File: src/hw/rtl/eeg_pkg.sv
// ----------------------------------------------------------------------------
// eeg_pkg - shared types and constants for the extended gcd block
// Operand and field widths, and the control and status bundles that run
// between the round sequencer and the shared divide / multiply unit.
// ----------------------------------------------------------------------------
package eeg_pkg;

    // operand width (a, b, divisor field)
    localparam int OPER_WIDTH = 31;
    // width of each coefficient field on the result word
    localparam int COEF_FIELD_WIDTH = 32;
    // divide steps count from OPER_WIDTH-1 down to zero
    localparam int STEP_CNT_WIDTH = $clog2(OPER_WIDTH);

    // stream word widths, padded to whole bytes
    localparam int S_DATA_BITS  = 2 * OPER_WIDTH;
    localparam int S_TDATA_WIDTH = ((S_DATA_BITS + 7) / 8) * 8;
    localparam int M_DATA_BITS  = OPER_WIDTH + 2 * COEF_FIELD_WIDTH;
    localparam int M_TDATA_WIDTH = ((M_DATA_BITS + 7) / 8) * 8;

    // sequencer to divide unit
    typedef struct packed {
        logic start;
    } div_ctrl_t;

    // divide unit to sequencer
    typedef struct packed {
        logic busy;
        logic done;
    } div_stat_t;

endpackage

File: src/hw/rtl/eeg_div_unit.sv
// ----------------------------------------------------------------------------
// eeg_div_unit - shared restoring divider with quotient-driven accumulators
// One quotient bit per cycle, msb first. Each quotient bit also steps two
// shift-add accumulators, so that q*xb and q*yb (modulo 2^DATA_WIDTH) are
// ready together with the remainder.
// ----------------------------------------------------------------------------
module eeg_div_unit #(
    parameter int DATA_WIDTH = 32
) (
    input  logic                            aclk,
    input  logic                            aresetn,
    input  eeg_pkg::div_ctrl_t              ctrl,
    output eeg_pkg::div_stat_t              stat,
    input  logic [eeg_pkg::OPER_WIDTH-1:0]  dividend,
    input  logic [eeg_pkg::OPER_WIDTH-1:0]  divisor,
    input  logic [DATA_WIDTH-1:0]           mul_x,
    input  logic [DATA_WIDTH-1:0]           mul_y,
    output logic [eeg_pkg::OPER_WIDTH-1:0]  remainder,
    output logic [DATA_WIDTH-1:0]           prod_x,
    output logic [DATA_WIDTH-1:0]           prod_y
);

    localparam int OW = eeg_pkg::OPER_WIDTH;
    localparam int CW = eeg_pkg::STEP_CNT_WIDTH;
    localparam logic [CW-1:0] LAST_STEP = CW'(OW - 1);

    logic          busy_reg, busy_next;
    logic          done_reg, done_next;
    logic [CW-1:0] cnt_reg, cnt_next;
    logic [OW-1:0] rem_reg, rem_next;
    logic [OW-1:0] dvd_reg, dvd_next;
    logic [OW-1:0] dvs_reg, dvs_next;
    logic [DATA_WIDTH-1:0] mx_reg, mx_next;
    logic [DATA_WIDTH-1:0] my_reg, my_next;
    logic [DATA_WIDTH-1:0] accx_reg, accx_next;
    logic [DATA_WIDTH-1:0] accy_reg, accy_next;

    logic [OW:0]   shifted;
    logic [OW+1:0] diff;
    logic          qbit;

    // one trial subtract
    always_comb begin
        shifted = {rem_reg, dvd_reg[OW-1]};
        diff    = {1'b0, shifted} - {2'b00, dvs_reg};
        qbit    = ~diff[OW+1];
    end

    // step sequencing
    always_comb begin
        busy_next = busy_reg;
        done_next = 1'b0;
        cnt_next  = cnt_reg;
        rem_next  = rem_reg;
        dvd_next  = dvd_reg;
        dvs_next  = dvs_reg;
        mx_next   = mx_reg;
        my_next   = my_reg;
        accx_next = accx_reg;
        accy_next = accy_reg;
        if (ctrl.start) begin
            busy_next = 1'b1;
            cnt_next  = LAST_STEP;
            rem_next  = '0;
            dvd_next  = dividend;
            dvs_next  = divisor;
            mx_next   = mul_x;
            my_next   = mul_y;
            accx_next = '0;
            accy_next = '0;
        end else if (busy_reg) begin
            rem_next  = qbit ? diff[OW-1:0] : shifted[OW-1:0];
            dvd_next  = {dvd_reg[OW-2:0], 1'b0};
            accx_next = {accx_reg[DATA_WIDTH-2:0], 1'b0} + (qbit ? mx_reg : '0);
            accy_next = {accy_reg[DATA_WIDTH-2:0], 1'b0} + (qbit ? my_reg : '0);
            cnt_next  = cnt_reg - 1'b1;
            if (cnt_reg == '0) begin
                busy_next = 1'b0;
                done_next = 1'b1;
            end
        end
    end

    always_ff @(posedge aclk) begin
        if (!aresetn) begin
            busy_reg <= 1'b0;
            done_reg <= 1'b0;
            cnt_reg  <= '0;
        end else begin
            busy_reg <= busy_next;
            done_reg <= done_next;
            cnt_reg  <= cnt_next;
        end
        rem_reg  <= rem_next;
        dvd_reg  <= dvd_next;
        dvs_reg  <= dvs_next;
        mx_reg   <= mx_next;
        my_reg   <= my_next;
        accx_reg <= accx_next;
        accy_reg <= accy_next;
    end

    assign stat.busy = busy_reg;
    assign stat.done = done_reg;
    assign remainder = rem_reg;
    assign prod_x    = accx_reg;
    assign prod_y    = accy_reg;

endmodule

File: src/hw/rtl/extended_euclid_gcd_top.sv
// ----------------------------------------------------------------------------
// extended_euclid_gcd_top - greatest common divisor with Bezout coefficients
// Runs the iterative extended Euclidean algorithm on one operand pair at a
// time, one round per pass through the shared divide / multiply unit.
//
//   channel  dir  word fields (lsb up)                       handshake
//   s_       in   value_a[31], value_b[31], pad              tvalid/tready
//   m_       out  divisor[31], coef_a[32], coef_b[32], pad   tvalid/tready
//
// One round is a start, 31 divide steps and a coefficient update. An item
// needs up to 45 rounds for 31-bit operands; the one-bit-per-cycle divider
// dominates the time each item takes.
// The input is ready only while no item is in work; a finished result waits
// in the output register while the next item is taken in.
// Reset is synchronous, active low, and clears only control state.
// ----------------------------------------------------------------------------
module extended_euclid_gcd_top #(
    parameter int DATA_WIDTH = 32
) (
    input  logic                               aclk,
    input  logic                               aresetn,
    // value_a[30:0], value_b[61:31], zero pad
    input  logic [eeg_pkg::S_TDATA_WIDTH-1:0]  s_tdata,
    input  logic                               s_tvalid,
    output logic                               s_tready,
    // divisor[30:0], coef_a[62:31], coef_b[94:63], zero pad
    output logic [eeg_pkg::M_TDATA_WIDTH-1:0]  m_tdata,
    output logic                               m_tvalid,
    input  logic                               m_tready
);

    localparam int OW = eeg_pkg::OPER_WIDTH;
    localparam int FW = eeg_pkg::COEF_FIELD_WIDTH;

    typedef enum logic [1:0] {
        ST_IDLE,
        ST_CHECK,
        ST_DIV
    } state_t;

    state_t state_reg, state_next;
    logic [OW-1:0] a_reg, a_next;
    logic [OW-1:0] b_reg, b_next;
    logic [DATA_WIDTH-1:0] xa_reg, xa_next, xb_reg, xb_next;
    logic [DATA_WIDTH-1:0] ya_reg, ya_next, yb_reg, yb_next;
    logic out_valid_reg, out_valid_next;
    logic [eeg_pkg::M_TDATA_WIDTH-1:0] out_data_reg, out_data_next;

    eeg_pkg::div_ctrl_t div_ctrl;
    eeg_pkg::div_stat_t div_stat;
    logic [OW-1:0]         div_rem;
    logic [DATA_WIDTH-1:0] prod_x, prod_y;
    logic [FW-1:0]         coef_a_out, coef_b_out;
    logic                  in_take, out_take;

    assign in_take  = s_tvalid && s_tready;
    assign out_take = out_valid_reg && m_tready;

    // shared divide / multiply unit
    eeg_div_unit #(
        .DATA_WIDTH(DATA_WIDTH)
    ) u_div (
        .aclk      (aclk),
        .aresetn   (aresetn),
        .ctrl      (div_ctrl),
        .stat      (div_stat),
        .dividend  (a_reg),
        .divisor   (b_reg),
        .mul_x     (xb_reg),
        .mul_y     (yb_reg),
        .remainder (div_rem),
        .prod_x    (prod_x),
        .prod_y    (prod_y)
    );

    // coefficients onto the 32-bit fields
    generate
        if (DATA_WIDTH >= FW) begin : g_coef_trunc
            assign coef_a_out = xa_reg[FW-1:0];
            assign coef_b_out = ya_reg[FW-1:0];
        end else begin : g_coef_ext
            assign coef_a_out = {{(FW-DATA_WIDTH){1'b0}}, xa_reg};
            assign coef_b_out = {{(FW-DATA_WIDTH){1'b0}}, ya_reg};
        end
    endgenerate

    // round sequencer
    always_comb begin
        state_next     = state_reg;
        a_next         = a_reg;
        b_next         = b_reg;
        xa_next        = xa_reg;
        xb_next        = xb_reg;
        ya_next        = ya_reg;
        yb_next        = yb_reg;
        out_valid_next = out_take ? 1'b0 : out_valid_reg;
        out_data_next  = out_data_reg;
        div_ctrl.start = 1'b0;
        case (state_reg)
            ST_IDLE: begin
                if (in_take) begin
                    a_next     = s_tdata[OW-1:0];
                    b_next     = s_tdata[2*OW-1:OW];
                    xa_next    = DATA_WIDTH'(1);
                    xb_next    = '0;
                    ya_next    = '0;
                    yb_next    = DATA_WIDTH'(1);
                    state_next = ST_CHECK;
                end
            end
            ST_CHECK: begin
                if (b_reg != '0) begin
                    div_ctrl.start = 1'b1;
                    state_next     = ST_DIV;
                end else if (!out_valid_reg || m_tready) begin
                    out_valid_next = 1'b1;
                    out_data_next  = eeg_pkg::M_TDATA_WIDTH'({coef_b_out, coef_a_out, a_reg});
                    state_next     = ST_IDLE;
                end
            end
            ST_DIV: begin
                if (div_stat.done) begin
                    a_next     = b_reg;
                    b_next     = div_rem;
                    xa_next    = xb_reg;
                    xb_next    = xa_reg - prod_x;
                    ya_next    = yb_reg;
                    yb_next    = ya_reg - prod_y;
                    state_next = ST_CHECK;
                end
            end
            default: begin
                state_next = ST_IDLE;
            end
        endcase
    end

    always_ff @(posedge aclk) begin
        if (!aresetn) begin
            state_reg     <= ST_IDLE;
            out_valid_reg <= 1'b0;
        end else begin
            state_reg     <= state_next;
            out_valid_reg <= out_valid_next;
        end
        a_reg        <= a_next;
        b_reg        <= b_next;
        xa_reg       <= xa_next;
        xb_reg       <= xb_next;
        ya_reg       <= ya_next;
        yb_reg       <= yb_next;
        out_data_reg <= out_data_next;
    end

    assign s_tready = (state_reg == ST_IDLE);
    assign m_tvalid = out_valid_reg;
    assign m_tdata  = out_data_reg;

    // divider is started only from the check step with a nonzero divisor
    a_start_ok: assert property (@(posedge aclk) disable iff (!aresetn)
        div_ctrl.start |-> (state_reg == ST_CHECK) && (b_reg != '0))
        else $error("divide started outside check step");

    // never restart the divider while it is stepping
    a_start_idle: assert property (@(posedge aclk) disable iff (!aresetn)
        div_ctrl.start |-> !div_stat.busy && !div_stat.done)
        else $error("divide started while busy");

    // a finished divide is only seen while waiting for it
    a_done_state: assert property (@(posedge aclk) disable iff (!aresetn)
        div_stat.done |-> (state_reg == ST_DIV))
        else $error("divide finished outside divide step");

    // an accepted word goes straight to the check step
    a_take_check: assert property (@(posedge aclk) disable iff (!aresetn)
        in_take |=> (state_reg == ST_CHECK))
        else $error("accepted word not checked");

    // a waiting result is never overwritten
    a_out_hold: assert property (@(posedge aclk) disable iff (!aresetn)
        (m_tvalid && !m_tready) |=> m_tvalid && $stable(m_tdata))
        else $error("pending result lost");

endmodule

File: config.mk
export PLATFORM = sky130hd
export DESIGN_NAME = extended_euclid_gcd_top
export DESIGN_NICKNAME = d
export VERILOG_FILES = /design/src/hw/rtl/eeg_pkg.sv /design/src/hw/rtl/eeg_div_unit.sv /design/src/hw/rtl/extended_euclid_gcd_top.sv
export SDC_FILE = /design/constraint.sdc
export NUM_CORES = 1
export LEC_CHECK = 0
export ABC_CLOCK_PERIOD_IN_PS = 9600
export BUFFER_PORTS_ARGS = -buffer_cell sky130_fd_sc_hd__buf_4
export CAP_MARGIN = 30
export CELL_PAD_IN_SITES_DETAIL_PLACEMENT = 0
export CELL_PAD_IN_SITES_GLOBAL_PLACEMENT = 1
export CORE_MARGIN = 2
export CORE_UTILIZATION = 44
export CTS_CLUSTER_DIAMETER = 50
export CTS_CLUSTER_SIZE = 24
export DETAILED_ROUTE_END_ITERATION = 7
export PLACE_DENSITY = 0.83
export SETUP_SLACK_MARGIN = 0.05
export SLEW_MARGIN = 5
export SYNTH_ARGS = -nofsm -noshare
export SYNTH_HDL_FRONTEND = slang
export SYNTH_SLANG_ARGS = --single-unit
File: constraint.sdc
create_clock -name aclk -period 9.6 [get_ports aclk]
set_input_delay 0.48 -clock aclk [delete_from_list [all_inputs] [get_ports aclk]]
set_output_delay 0.48 -clock aclk [all_outputs]
set_load 0.05 [all_outputs]
==> results by group, run 1 <==
Floorplanning
  – Std-Cell Core Area: around 60000 µm²
  – Chip width: between 200 and 250 µm
  – Site row count: 90
  – Initial Util: between 40% and 50%
  – Top-level I/O count: roughly 170
  – Area of the die: 62400 µm²
  – Vertical extent of the die: 250 µm

Synth
  – Simple logic cell fraction of the synthesized area: 16.1%
  – Cell area after synthesis: between 20000 and 30000 µm²
  – Mean cell area of the mapped netlist: between 10 and 15 µm²
  – Area contributors post-synth: sky130_fd_sc_hd__edfxtp_1 (46%), sky130_fd_sc_hd__dfxtp_1 (7.9%), sky130_fd_sc_hd__ha_1 (7.3%)
  – Post-synthesis share of cell area spent on xor and xnor gates: 3.69%
  – Post-Synthesis Net Count: between 2000 and 3000
  – Cell count after synthesis: between 2000 and 3000
  – Dominant combinational cell family by area after synthesis: simple AND/OR/NAND/NOR gates
  – Proportion of synthesized chip area in sequential cells: between 50% and 60%
  – Number of enable flip-flop cells after synthesis: roughly 400
  – Compound-gate portion of the synthesized area: between 10% and 20%
  – Count of state elements after synthesis: roughly 520
  – Proportion of synthesized area in mux cells: under 10%
  – Total of warnings raised by yosys: 0
  – Share of synthesized flip-flops with an asynchronous set or reset: 0%
  – Leading area contributor after synthesis: sky130_fd_sc_hd__edfxtp_1
  – Post-synth top area share: between 40 and 50%
  – Post-synthesis adder-cell area fraction: between 7 and 8%
  – Number of unique standard cell types used by synthesis: 78
  – Most instantiated flip-flop cell in the synthesis netlist: sky130_fd_sc_hd__edfxtp_1

Routing
  – Routed length per instance: approximately 18 µm
  – Detailed Route WL: about 62 mm
  – Post-detailed-route count of antenna-violating nets: 0
  – Pre-antenna DRT Iters: 5
  – Via-per-instance ratio: approximately 5.5
  – Total DRC errors in the routed layout: 0
  – Number of vias after detailed routing: 19060
  – Starting DRT DRC Count: approximately 1000

STA
  – Min Hold Slack: 0.126 ns
  – Smallest setup slack after layout: approximately 3.6 ns
  – Unrepaired setup endpoints after global routing: false
  – Setup violators final: 0
  – Share of the cycle needed by the critical path after routing: 62.7%
  – Slew margin rel.: around a third
  – Highest attainable clock frequency: between 150 and 200 MHz
  – Pins over their slew limit: 0
  – Worst clock skew: roughly 0.028 ns
  – Post-route setup TNS: 0 ns
  – Transition time of the tightest slew-check pin: 0.989 ns
  – Final hold violation count: 0
  – Minimum clock period: between 6 and 7 ns

Power and ir drop
  – Net switching power: between 2 and 3 mW
  – Cell Int Power: 4.93 mW
  – Total power: 7.58 mW
  – Clock network fraction of design power: approximately a third
  – Leakage power total: between 10 and 15 nW
  – Total power per unit cell area: 247 nW/µm²
  – Flop pwr share: a little under two fifths
  – Maximum vdd ir drop: about 0.00016 V
  – Part of the total power dissipated in combinational logic: 30.3%
  – Sw frac: 34.9%

Global routing
  – Met3 track utilization from global routing: under 10%
  – Pin count of the biggest net entering global routing: between 100 and 150
  – Antenna violations before repair: 1
  – Global-route met2 utilization: between 30% and 40%
  – Vias in the first global route: 19415
  – Global-route track usage on met1: 26.3%
  – Congestion Overflow GR: 0
  – Layer with the highest usage after global routing: met2
  – Total global-route track usage: 19.8%
  – Wire length of the first global-routing pass: between 100 and 150 mm

Setup path
  – Capture point of the worst path: u_div.prod_x[25]$_SDFFE_PP0P_
  – Slack of the worst reg-to-reg path: 3.58 ns
  – Number of cells on the critical path: 22
  – Critical Path, Cell by Cell: inv_1 -> ha_1 -> fa_1 -> nand2b_1 -> a21oi_1 -> o211a_1 -> a31o_2 -> a31o_2 -> a21oi_2 -> o21ai_4 -> buf_4 -> and2_1 -> ha_1 -> fa_1 -> a211oi_1 -> o21ai_0 -> a31oi_1 -> o211a_1 -> o41ai_2 -> a31oi_1 -> o21a_1 -> a211oi_1
  – Stage delay of the slowest cell on the critical path: around 0.69 ns
  – Required time reported for the critical path endpoint: 10.14 ns
  – Worst Path Max Fanout: between 40 and 50
  – Number of buffer and inverter stages on the critical path: 2
  – Destination of the worst register-to-register timing path: u_div.prod_x[25]$_SDFFE_PP0P_
  – CP Class: register to register
  – Slowest stage cell on the critical path: sky130_fd_sc_hd__o41ai_2
  – Critical path launch point: u_div.dvd_reg[30]$_DFFE_PP_
  – Data arrival time of the critical path: ~6.6 ns
  – Cell class contributing the biggest share of worst-path delay: compound AO/OA/AOI/OAI gates
  – R2r startpoint: u_div.dvd_reg[30]$_DFFE_PP_
  – Depth of the worst register-to-register path: 22
  – Crit end category: register
  – Launching element type of the critical path: register

Place
  – Buffers on Ports: between 150 and 200
  – Setup WS pre-CTS: between 3 and 4 ns
  – Final HPWL DP: about 41 mm
  – Gpl congestion: just under 0.9
  – Placed inst area: approximately 29000 µm²

Layout
  – Number of flip-flops under the largest register name: 95
  – Fraction of layout cells with a size suffix above 1: between 10% and 20%
  – # fillers: 5387
  – Most common cell after layout, fill and taps aside: sky130_fd_sc_hd__edfxtp_1
  – Area Growth Syn to Fin: 15.7%
  – Commonest cells after routing, fill and taps aside: sky130_fd_sc_hd__edfxtp_1 (411), sky130_fd_sc_hd__nand2_1 (380), sky130_fd_sc_hd__nor2_1 (179), sky130_fd_sc_hd__buf_4 (176), sky130_fd_sc_hd__ha_1 (155)
  – Layout net count: 2883
  – Final design area excluding fillers: a little over 30000 µm²

Clock network
  – Clock root buffer: sky130_fd_sc_hd__clkbuf_16
  – Count of buffers added by post-CTS timing repair for setup: 0
  – Number of clock sinks: approximately 520
  – Total number of H-tree levels: 2
  – Clock tree from TritonCTS: yes
  – Number of buffers created by CTS: 57
  – Gates resized, CTS repair: 0
  – Hold-fix buffers, CTS: 0
  – Maximum count of clock buffers along a single path: 3
  – Clock insertion delay at the later pin of the skew report: around 0.63 ns
  – Clock slew seen by the registers of the worst setup and hold paths: 0.09 ns

Hold path
  – Hold WC Path Type: input port to register
  – Hold Path Origin: s_tdata[11]

Run
  – Number of maximum-capacitance violations: 0

Outcome
  – Outcome: finished, final reports clean
## synth_stat cells, drive strengths merged, types with 13 or more instances
master  count
nor2b      30
clkbuf     73
edfxtp    411
buf        16
a21oi     151
nand3      26
nand2     380
and2      133
nor3       40
o21bai     16
a31oi      31
o21ai     119
xnor2      70
a21o       53
o21a       28
dfxtp     105
xor2       42
ha        155
inv       129
a211oi     29
nor2      180
mux2i      58
and3       30
nand4      13
nand2b     30
## tightest hold or removal path, stage by stage
cell and delay (ns):
sky130_fd_sc_hd__buf_4 0.08, sky130_fd_sc_hd__nand2_1 0.04, sky130_fd_sc_hd__nand2_1 0.05
## power groups by stage
stage          Combinational (mW)  Clock, mW  Sequential, mW
2_1_floorplan                1.80          0            2.88
3_3_place_gp                 2.21          0            2.93
3_5_place_dp                 2.26          0            2.94
4_1_cts                      2.29       2.45            2.90
5_1_grt                      2.57       2.53            2.93
6_report                     2.29       2.39            2.89
## layout make-up
type | instances | area, µm² | area share, %
Antenna cell | 1 | 2.50 | 0.00814
Clock buffer | 63 | 1500 | 4.88
Clock inverter | 45 | 617 | 2.01
Inverter | 129 | 489 | 1.59
Multi-Input combinational cell | 1773 | 11300 | 36.9
Sequential cell | 516 | 14400 | 47.0
Tap cell | 782 | 978 | 3.18
Timing Repair Buffer | 178 | 1370 | 4.45
## worst min path at each step
stage | endpoint | slack [ns] | cells past startpoint
floorplan | u_div.mx_reg[0]$_DFFE_PP_ | 0.42 | 0
CTS | a_reg[11]$_DFFE_PP_ | 0.09 | 3
detailed placement | u_div.my_reg[25]$_DFFE_PP_ | 0.43 | 0
global route | a_reg[11]$_DFFE_PP_ | 0.10 | 3
finish | a_reg[11]$_DFFE_PP_ | 0.13 | 3
global placement | u_div.my_reg[25]$_DFFE_PP_ | 0.42 | 0
## layer usage
layer / share of wire [%] / vias to the layer above
met3: 4.2 / 123
met1: 45 / 9213
met5: 0 / -
met2: 47 / 418
li1: - / 9306
met4: 3.4 / 0
## cells by family after synthesis
| group | Yosys count |
|---|---|
| buffers and inverters | 218 |
| muxes | 58 |
| DFF | 516 |
| adders and majority gates | 160 |
| and+or+nand+nor | 913 |
| xor gates and xnor gates | 112 |
| AOI/OAI and AO/OA | 529 |
| other | 1 |
## metrics by stage
step	std cells	util [%]
after floorplan	2507	-
after global placement	3377	47.6
after detailed placement	3378	47.7
after CTS	3486	51.2
after global routing	3487	51.2
final	3487	51.2
Note: power is estimated with default switching activity, not from simulation.
==> inputs of run 2 (changes only) <==
- ABC_CLOCK_PERIOD_IN_PS: 9600 -> 5040
- clock period: 9.6 -> 5.04 ns (I/O delays scaled with it)
==> run 2 against run 1 <==
Compared with the run above: via count rose by 2.8%; register-to-register slack got worse by 3.5 ns; routed wire length up 4.1%; sequential share of layout area fell by 1.9 points; first-iteration DRC count grew 12%; power grew 92%; clock power grew 76%; clock skew increased by 0.0012 ns; die area unchanged; setup slack worse by 3.5 ns; critical path type unchanged; critical endpoint unchanged; largest cell class unchanged; highest routed layer is now met5.
==> results by group, run 2 (same netlist as run 1, synthesis figures left out) <==
Outcome
  – Outcome: finished, final reports clean

Floorplanning
  – Initial Util: 44.3% (unchanged)
  – Std-Cell Core Area: 60000 µm² (unchanged)
  – Top-level I/O count: 166 (unchanged)
  – Chip width: 250 µm (unchanged)
  – Vertical extent of the die: 250 µm (unchanged)
  – Area of the die: 62400 µm² (unchanged)
  – Site row count: 90 (unchanged)

Routing
  – Total DRC errors in the routed layout: 0 (unchanged)
  – Via-per-instance ratio: 5.45 (-0.34%)
  – Post-detailed-route count of antenna-violating nets: 0 (unchanged)
  – Starting DRT DRC Count: 1114 (+12%)
  – Pre-antenna DRT Iters: 5 (unchanged)
  – Detailed Route WL: 64.6 mm (+4.1%)
  – Number of vias after detailed routing: 19595 (+2.8%)
  – Routed length per instance: 18.0 µm (+0.96%)

Global routing
  – Antenna violations before repair: 2 (+1)
  – Pin count of the biggest net entering global routing: 103 (-21%)
  – Congestion Overflow GR: 0 (unchanged)
  – Vias in the first global route: 19617 (+1.0%)
  – Total global-route track usage: 20.2% (+0.41 points)
  – Wire length of the first global-routing pass: 103 mm (+2.1%)

Layout
  – Most common cell after layout, fill and taps aside: sky130_fd_sc_hd__edfxtp_1
  – Layout net count: 3000 (+4.1%)
  – Core occupancy in the finished layout: 53.4% (+2.1 points)
  – Area Growth Syn to Fin: 20.5%
  – Number of flip-flops under the largest register name: 95 (unchanged)
  – Commonest cells after routing, fill and taps aside: sky130_fd_sc_hd__edfxtp_1 (411), sky130_fd_sc_hd__nand2_1 (379), sky130_fd_sc_hd__buf_4 (221), sky130_fd_sc_hd__nor2_1 (177), sky130_fd_sc_hd__ha_1 (142)
  – Fraction of layout cells with a size suffix above 1: 14.6% (+3.0 points)
  – Non-filler instance count after layout: 3597 (+3.2%)

STA
  – Highest attainable clock frequency: 202 MHz (+22%)
  – Setup violators final: 0 (unchanged)
  – Unrepaired setup endpoints after global routing: true
  – Post-route setup TNS: 0 ns (unchanged)
  – Smallest setup slack after layout: 0.0897 ns (-3.49 ns)
  – Minimum clock period: 4.95 ns (-1.07 ns)
  – Worst clock skew: 0.0288 ns (+0.00115 ns)
  – Final hold violation count: 0 (unchanged)
  – Slew margin rel.: 36.7% (+2.6 points)
  – Transition time of the tightest slew-check pin: 0.949 ns (-0.0394 ns)
  – Share of the cycle needed by the critical path after routing: 98.2% (+36 points)
  – Pins over their slew limit: 0 (unchanged)

Place
  – Setup WS pre-CTS: -0.0508 ns (-3.70 ns)
  – Gpl congestion: 0.884 (+0.75%)
  – Buffers on Ports: 162 (unchanged)
  – Final HPWL DP: 43.3 mm (+5.1%)
  – Placed Instances: 3415 (+1.1%)

Run
  – Number of maximum-capacitance violations: 0 (unchanged)

Setup path
  – Depth of the worst register-to-register path: 21 (-4.5%)
  – Crit end category: register
  – Launching element type of the critical path: register
  – Required time reported for the critical path endpoint: 5.56 ns (-4.58 ns)
  – Destination of the worst register-to-register timing path: u_div.prod_x[25]$_SDFFE_PP0P_
  – Worst Path Max Fanout: 6 (-88%)
  – Slack of the worst reg-to-reg path: 0.09 ns (-3.49 ns)
  – Data arrival time of the critical path: 5.47 ns (-1.09 ns)
  – Number of buffer and inverter stages on the critical path: 4 (+2)
  – Slowest stage cell on the critical path: sky130_fd_sc_hd__o41ai_4
  – CP Class: register to register
  – Stage delay of the slowest cell on the critical path: 0.50 ns (-0.19 ns)
  – Critical Path, Cell by Cell: ha_1 -> a2111o_1 -> o211a_1 -> a31o_4 -> a31o_4 -> a21oi_4 -> o21ai_4 -> buf_12 -> buf_12 -> buf_6 -> and2_4 -> ha_4 -> a211oi_4 -> o21ai_2 -> a31oi_2 -> o211a_1 -> o41ai_4 -> a31oi_2 -> buf_4 -> o21a_1 -> a211oi_1
  – Cell class contributing the biggest share of worst-path delay: compound AO/OA/AOI/OAI gates
  – R2r startpoint: u_div.remainder[3]$_SDFFE_PP0P_

Clock network
  – Maximum count of clock buffers along a single path: 3 (unchanged)
  – Clock tree from TritonCTS: yes
  – Total number of H-tree levels: 2 (unchanged)
  – Clock root buffer: sky130_fd_sc_hd__clkbuf_16
  – Clock insertion delay at the later pin of the skew report: 0.62 ns (about the same)
  – Number of clock sinks: 516 (unchanged)
  – Number of buffers created by CTS: 53 (-7.0%)
  – Clock slew seen by the registers of the worst setup and hold paths: 0.07 ns (-0.02 ns)

Hold path
  – Hold WC Path Type: input port to register
  – Capture endpoint of the worst hold path: coef_b_out[30]$_SDFFCE_PN0P_
  – Worst Hold Path Cells: 3 (unchanged)
  – Hold Path Origin: s_tvalid

Power and ir drop
  – Maximum vdd ir drop: 0.000249 V (+59%)
  – Total power: 14.5 mW (+92%)
  – Total power per unit cell area: 454 nW/µm² (+84%)
  – Leakage power total: 12.9 nW (+4.1%)
## run 2: cell types whose count changed in the layout (fill, tap and decap cells not counted), moves of 9 or more
cell | before | now
sky130_fd_sc_hd__dlygate4sd3_1 | 0 | 64
sky130_fd_sc_hd__buf_4 | 176 | 221
sky130_fd_sc_hd__ha_1 | 155 | 142
sky130_fd_sc_hd__a21oi_1 | 149 | 137
sky130_fd_sc_hd__a21oi_2 | 2 | 13
sky130_fd_sc_hd__ha_4 | 0 | 9
## run 2: what timing repair did
item,CTS,global route
cloned,0,1
setup buffers,1,17
endpoints found under the setup margin,8,25
pin swaps,4,49
endpoints found under the hold margin,72,0
resized for setup,5,71
hold buffers,64,0
## run 2: where the power goes
group | internal, mW | switching (mW) | total [mW]
registers | 5.14 | 0.386 | 5.53
clock network | 2.24 | 1.96 | 4.20
logic | 2.08 | 2.72 | 4.79
total | 9.46 | 5.06 | 14.5
## run 2: worst max-delay path by stage
| stage | from | endpoint | slack (ns) | cells after the start |
|---|---|---|---|---|
| floorplan | u_div.remainder[4]$_SDFFE_PP0P_ | u_div.prod_y[25]$_SDFFE_PP0P_ | 0.06 | 21 |
| global placement | u_div.dvd_reg[30]$_DFFE_PP_ | u_div.prod_x[25]$_SDFFE_PP0P_ | 0.01 | 24 |
| detailed placement | u_div.dvs_reg[0]$_DFFE_PP_ | u_div.prod_x[21]$_SDFFE_PP0P_ | -0.05 | 23 |
| CTS | u_div.dvs_reg[5]$_DFFE_PP_ | u_div.prod_x[25]$_SDFFE_PP0P_ | 0.05 | 21 |
| global route | u_div.remainder[3]$_SDFFE_PP0P_ | u_div.prod_x[25]$_SDFFE_PP0P_ | -0.1 | 21 |
| finish | u_div.remainder[3]$_SDFFE_PP0P_ | u_div.prod_x[25]$_SDFFE_PP0P_ | 0.09 | 21 |
## run 2: stage by stage
step | instance area (µm²) | hold slack (ns)
3_5_place_dp | 29000 | 0.423
2_1_floorplan | 26600 | 0.417
4_1_cts | 31500 | 0.290
3_3_place_gp | 28900 | 0.421
5_1_grt | 32000 | 0.330
6_report | 32000 | 0.332
## run 2: area by class of cell
class / instances / area, µm²
clock inverters: 40 / 537
multi-input cells: 1773 / 11700
well taps: 782 / 978
fillers: 5162 / 28000
repair buffers: 299 / 2530
clock buffers: 57 / 1350
inverters: 129 / 489
diodes: 1 / 2.50
flip-flops and latches: 516 / 14400
## run 2: per-layer routing
| layer | wire [µm] | vias up | global-route usage [%] |
|---|---|---|---|
| li1 | - | 9534 | - |
| met1 | 28900 | 9506 | 26.8 |
| met2 | 31000 | 435 | 34.1 |
| met3 | 2890 | 118 | 3.01 |
| met4 | 1810 | 2 | 6.27 |
| met5 | 14 | - | 0 |
## run 2: worst min-delay path, delay by kind of cell
kind | cells | cell delay (ns)
muxes | 1 | 0.22
buffers and inverters | 1 | 0.12
and+or+nand+nor | 1 | 0.15
==> inputs of run 3 (changes only) <==
- GPL_TIMING_DRIVEN: not set -> 0
==> run 3 against run 2 <==
Compared with the run above: first-iteration DRC count rose by 43%; non-clock buffer count rose by 64; power rose by 4.3%; clock-buffer cell count rose by 6; sequential cell count did not move; sequential power barely moved; setup slack got worse by 0.045 ns; global-route usage rose by 2.7 points; maximum frequency fell by 0.90%; clock skew fell by 0.00053 ns; sequential share of layout area fell by 0.95 points.
==> results by group, run 3 (same netlist as run 1, synthesis figures left out) <==
Power and ir drop
  – Sw frac: 35.3% (+0.45 points)
  – Maximum vdd ir drop: 0.000312 V (+25%)
  – Part of the total power dissipated in combinational logic: 32.6% (-0.4 points)
  – Net switching power: 5.35 mW (+5.7%)
  – Leakage power total: 13.1 nW (+1.7%)
  – Clock network fraction of design power: 30.9% (+2.0 points)
  – Flop pwr share: 36.5% (-1.6 points)
  – Total power per unit cell area: 463 nW/µm² (+2.1%)
  – Total power: 15.2 mW (+4.3%)
  – Cell Int Power: 9.80 mW (+3.6%)

Setup path
  – Slack of the worst reg-to-reg path: 0.04 ns (-0.05 ns)
  – Crit end category: register
  – Cell class contributing the biggest share of worst-path delay: compound AO/OA/AOI/OAI gates
  – R2r startpoint: u_div.dvs_reg[0]$_DFFE_PP_
  – Number of cells on the critical path: 22 (+4.8%)
  – Destination of the worst register-to-register timing path: u_div.prod_y[25]$_SDFFE_PP0P_
  – Slowest stage cell on the critical path: sky130_fd_sc_hd__edfxtp_1
  – Launching element type of the critical path: register
  – Critical Path, Cell by Cell: ha_4 -> fa_2 -> nand2b_4 -> a21oi_2 -> o211a_1 -> a31o_4 -> a31o_4 -> a21oi_4 -> o21ai_4 -> buf_12 -> buf_12 -> clkbuf_4 -> and2_4 -> ha_2 -> and3_4 -> and4_1 -> a221o_1 -> a21oi_4 -> o21ai_4 -> a21o_1 -> and4_1 -> or3_1
  – Worst Path Max Fanout: 10 (+4)
  – Critical path launch point: u_div.dvs_reg[0]$_DFFE_PP_
  – Data arrival time of the critical path: 5.49 ns (+0.02 ns)
  – Depth of the worst register-to-register path: 22 (+4.8%)
  – Capture point of the worst path: u_div.prod_y[25]$_SDFFE_PP0P_
  – Stage delay of the slowest cell on the critical path: 0.43 ns (-0.07 ns)
  – CP Class: register to register
  – Required time reported for the critical path endpoint: 5.54 ns (-0.02 ns)
  – Number of buffer and inverter stages on the critical path: 3 (-1)

Routing
  – Pre-antenna DRT Iters: 6 (+1)
  – Number of vias after detailed routing: 20285 (+3.5%)
  – Routed length per instance: 19.7 µm (+9.9%)
  – Total DRC errors in the routed layout: 0 (unchanged)
  – Detailed Route WL: 72.6 mm (+12%)
  – Starting DRT DRC Count: 1598 (+43%)
  – Post-detailed-route count of antenna-violating nets: 0 (unchanged)
  – Via-per-instance ratio: 5.52 (+1.3%)

Place
  – Buffers on Ports: 161 (-0.62%)
  – Placed Instances: 3463 (+1.4%)
  – Placed inst area: 29100 µm² (+0.48%)
  – Gpl congestion: 0.905 (+2.4%)
  – Setup WS pre-CTS: -1.21 ns (-1.16 ns)
  – Final HPWL DP: 51.9 mm (+20%)

Layout
  – Sequential cell area: 14400 µm² (about the same)
  – # fillers: 5222 (+1.2%)
  – Footprint of the multi-input gates: 11800 µm² (+0.58%)
  – Area Growth Syn to Fin: 23.1%
  – Non-filler instance count after layout: 3675 (+2.2%)
  – Layout net count: 3071 (+2.4%)
  – Number of flip-flops under the largest register name: 95 (unchanged)
  – Most common cell after layout, fill and taps aside: sky130_fd_sc_hd__edfxtp_1
  – Final design area excluding fillers: 32700 µm² (+2.1%)
  – Diode insertion count for antenna repair: 0 (-1)
  – Fraction of layout cells with a size suffix above 1: 14.7% (+0.12 points)
  – Commonest cells after routing, fill and taps aside: sky130_fd_sc_hd__edfxtp_1 (411), sky130_fd_sc_hd__nand2_1 (380), sky130_fd_sc_hd__buf_4 (196), sky130_fd_sc_hd__nor2_1 (177), sky130_fd_sc_hd__ha_1 (143)

Floorplanning
  – Vertical extent of the die: 250 µm (unchanged)
  – Initial Util: 44.3% (unchanged)
  – Site row count: 90 (unchanged)
  – Std-Cell Core Area: 60000 µm² (unchanged)
  – Chip width: 250 µm (unchanged)
  – Area of the die: 62400 µm² (unchanged)
  – Top-level I/O count: 166 (unchanged)

Global routing
  – Vias in the first global route: 20388 (+3.9%)
  – Total global-route track usage: 22.9% (+2.7 points)
  – Antenna violations before repair: 1 (-1)
  – Pin count of the biggest net entering global routing: 56 (-46%)
  – Congestion Overflow GR: 0 (unchanged)
  – Wire length of the first global-routing pass: 113 mm (+9.8%)

STA
  – Slew margin rel.: 30.5% (-6.2 points)
  – Pins over their slew limit: 0 (unchanged)
  – Share of the cycle needed by the critical path after routing: 99.1% (+0.89 points)
  – Final hold violation count: 0 (unchanged)
  – Transition time of the tightest slew-check pin: 1.04 ns (+0.0934 ns)
  – Setup violators final: 0 (unchanged)
  – Worst clock skew: 0.0282 ns (-0.000530 ns)
  – Minimum clock period: 5.00 ns (+0.0451 ns)
  – Smallest setup slack after layout: 0.0446 ns (-0.0451 ns)
  – Unrepaired setup endpoints after global routing: true
  – Min Hold Slack: 0.123 ns (-0.209 ns)
  – Highest attainable clock frequency: 200 MHz (-0.90%)

Clock network
  – Total number of H-tree levels: 2 (unchanged)
  – Clock tree from TritonCTS: yes
  – Clock insertion delay at the later pin of the skew report: 0.63 ns (about the same)
  – Maximum count of clock buffers along a single path: 3 (unchanged)
  – Clock root buffer: sky130_fd_sc_hd__clkbuf_16
  – Number of clock sinks: 516 (unchanged)
  – Number of buffers created by CTS: 60 (+13%)
  – Clock slew seen by the registers of the worst setup and hold paths: 0.07 ns (about the same)

Run
  – Number of maximum-capacitance violations: 0 (unchanged)

Hold path
  – Hold WC Path Type: input port to register

Outcome
  – Outcome: finished, final reports clean
run 3: cell count changes in the layout (fill, tap and decap cells not counted), moves of 3 or more:
| cell | delta |
|---|---|
| sky130_fd_sc_hd__buf_12 | +6 |
| sky130_fd_sc_hd__clkinv_8 | +3 |
| sky130_fd_sc_hd__clkbuf_16 | +9 |
| sky130_fd_sc_hd__buf_2 | +3 |
| sky130_fd_sc_hd__buf_4 | -25 |
| sky130_fd_sc_hd__inv_8 | +4 |
| sky130_fd_sc_hd__clkinvlp_4 | +4 |
| sky130_fd_sc_hd__buf_1 | +11 |
| sky130_fd_sc_hd__clkbuf_1 | +60 |
| sky130_fd_sc_hd__inv_16 | -3 |
| sky130_fd_sc_hd__a21oi_2 | -3 |
| sky130_fd_sc_hd__a31oi_4 | +3 |
| sky130_fd_sc_hd__clkbuf_4 | +4 |
run 3: how the worst min path moves through the flow:
stage / startpoint / to / slack, ns / cells after the start
3_5_place_dp: yb_reg[8]$_SDFFCE_PN0P_ / u_div.my_reg[8]$_DFFE_PP_ / 0.43 / 0
5_1_grt: m_tready / state_reg[0]$_SDFFE_PN0P_ / 0.14 / 4
3_3_place_gp: yb_reg[1]$_SDFFCE_PN0P_ / u_div.my_reg[1]$_DFFE_PP_ / 0.42 / 0
6_report: m_tready / state_reg[0]$_SDFFE_PN0P_ / 0.12 / 4
4_1_cts: m_tready / state_reg[0]$_SDFFE_PN0P_ / 0.08 / 4
2_1_floorplan: xb_reg[0]$_SDFFCE_PN0P_ / u_div.mx_reg[0]$_DFFE_PP_ / 0.42 / 0
run 3: cell type report:
type | instances | share of cell area (%)
Buffer | 84 | 1.15
Clock buffer | 63 | 4.72
Clock inverter | 49 | 1.92
Inverter | 129 | 1.48
Multi-Input combinational cell | 1773 | 36.0
Sequential cell | 516 | 44.2
Tap cell | 782 | 2.99
Timing Repair Buffer | 279 | 7.61
run 3: routing by layer:
| metal | up-vias | GRT usage [%] | part of all wire (%) | routed length (µm) |
|---|---|---|---|---|
| li1 | 9676 | - | - | - |
| met1 | 9831 | 30.0 | 43 | 31400 |
| met2 | 630 | 38.6 | 48 | 34700 |
| met3 | 146 | 3.64 | 5.7 | 4170 |
| met4 | 2 | 7.62 | 3.2 | 2350 |
| met5 | - | 0 | 0.015 | 11 |
run 3: through the flow:
step	util (%)	TNS, ns
4_1_cts	54.0	0
3_5_place_dp	48.5	-32.61
2_1_floorplan	-	0
5_1_grt	54.5	-0.839
3_3_place_gp	48.0	-449.76
6_report	54.5	0
run 3: worst min-delay path, cell delays in order:
cell                      delay [ns]
sky130_fd_sc_hd__buf_4          0.08
sky130_fd_sc_hd__nor2b_1        0.11
sky130_fd_sc_hd__a31oi_1        0.19
sky130_fd_sc_hd__nor2b_1        0.06
run 3: what timing repair did:
action | in CTS | in global routing
hold endpoints to repair | 64 | 0
pin swaps | 33 | 33
endpoints found under the setup margin | 49 | 25
setup buffers | 27 | 15
hold buffers | 63 | 0
resized for setup | 60 | 49
run 3: power groups by stage:
stage	sequential (mW)	clock, mW	combinational, mW
6_report	5.53	4.68	4.94
5_1_grt	5.59	4.92	5.45
3_3_place_gp	5.63	0	4.38
4_1_cts	5.53	4.77	4.81
3_5_place_dp	5.61	0	4.52
2_1_floorplan	5.46	0	3.44
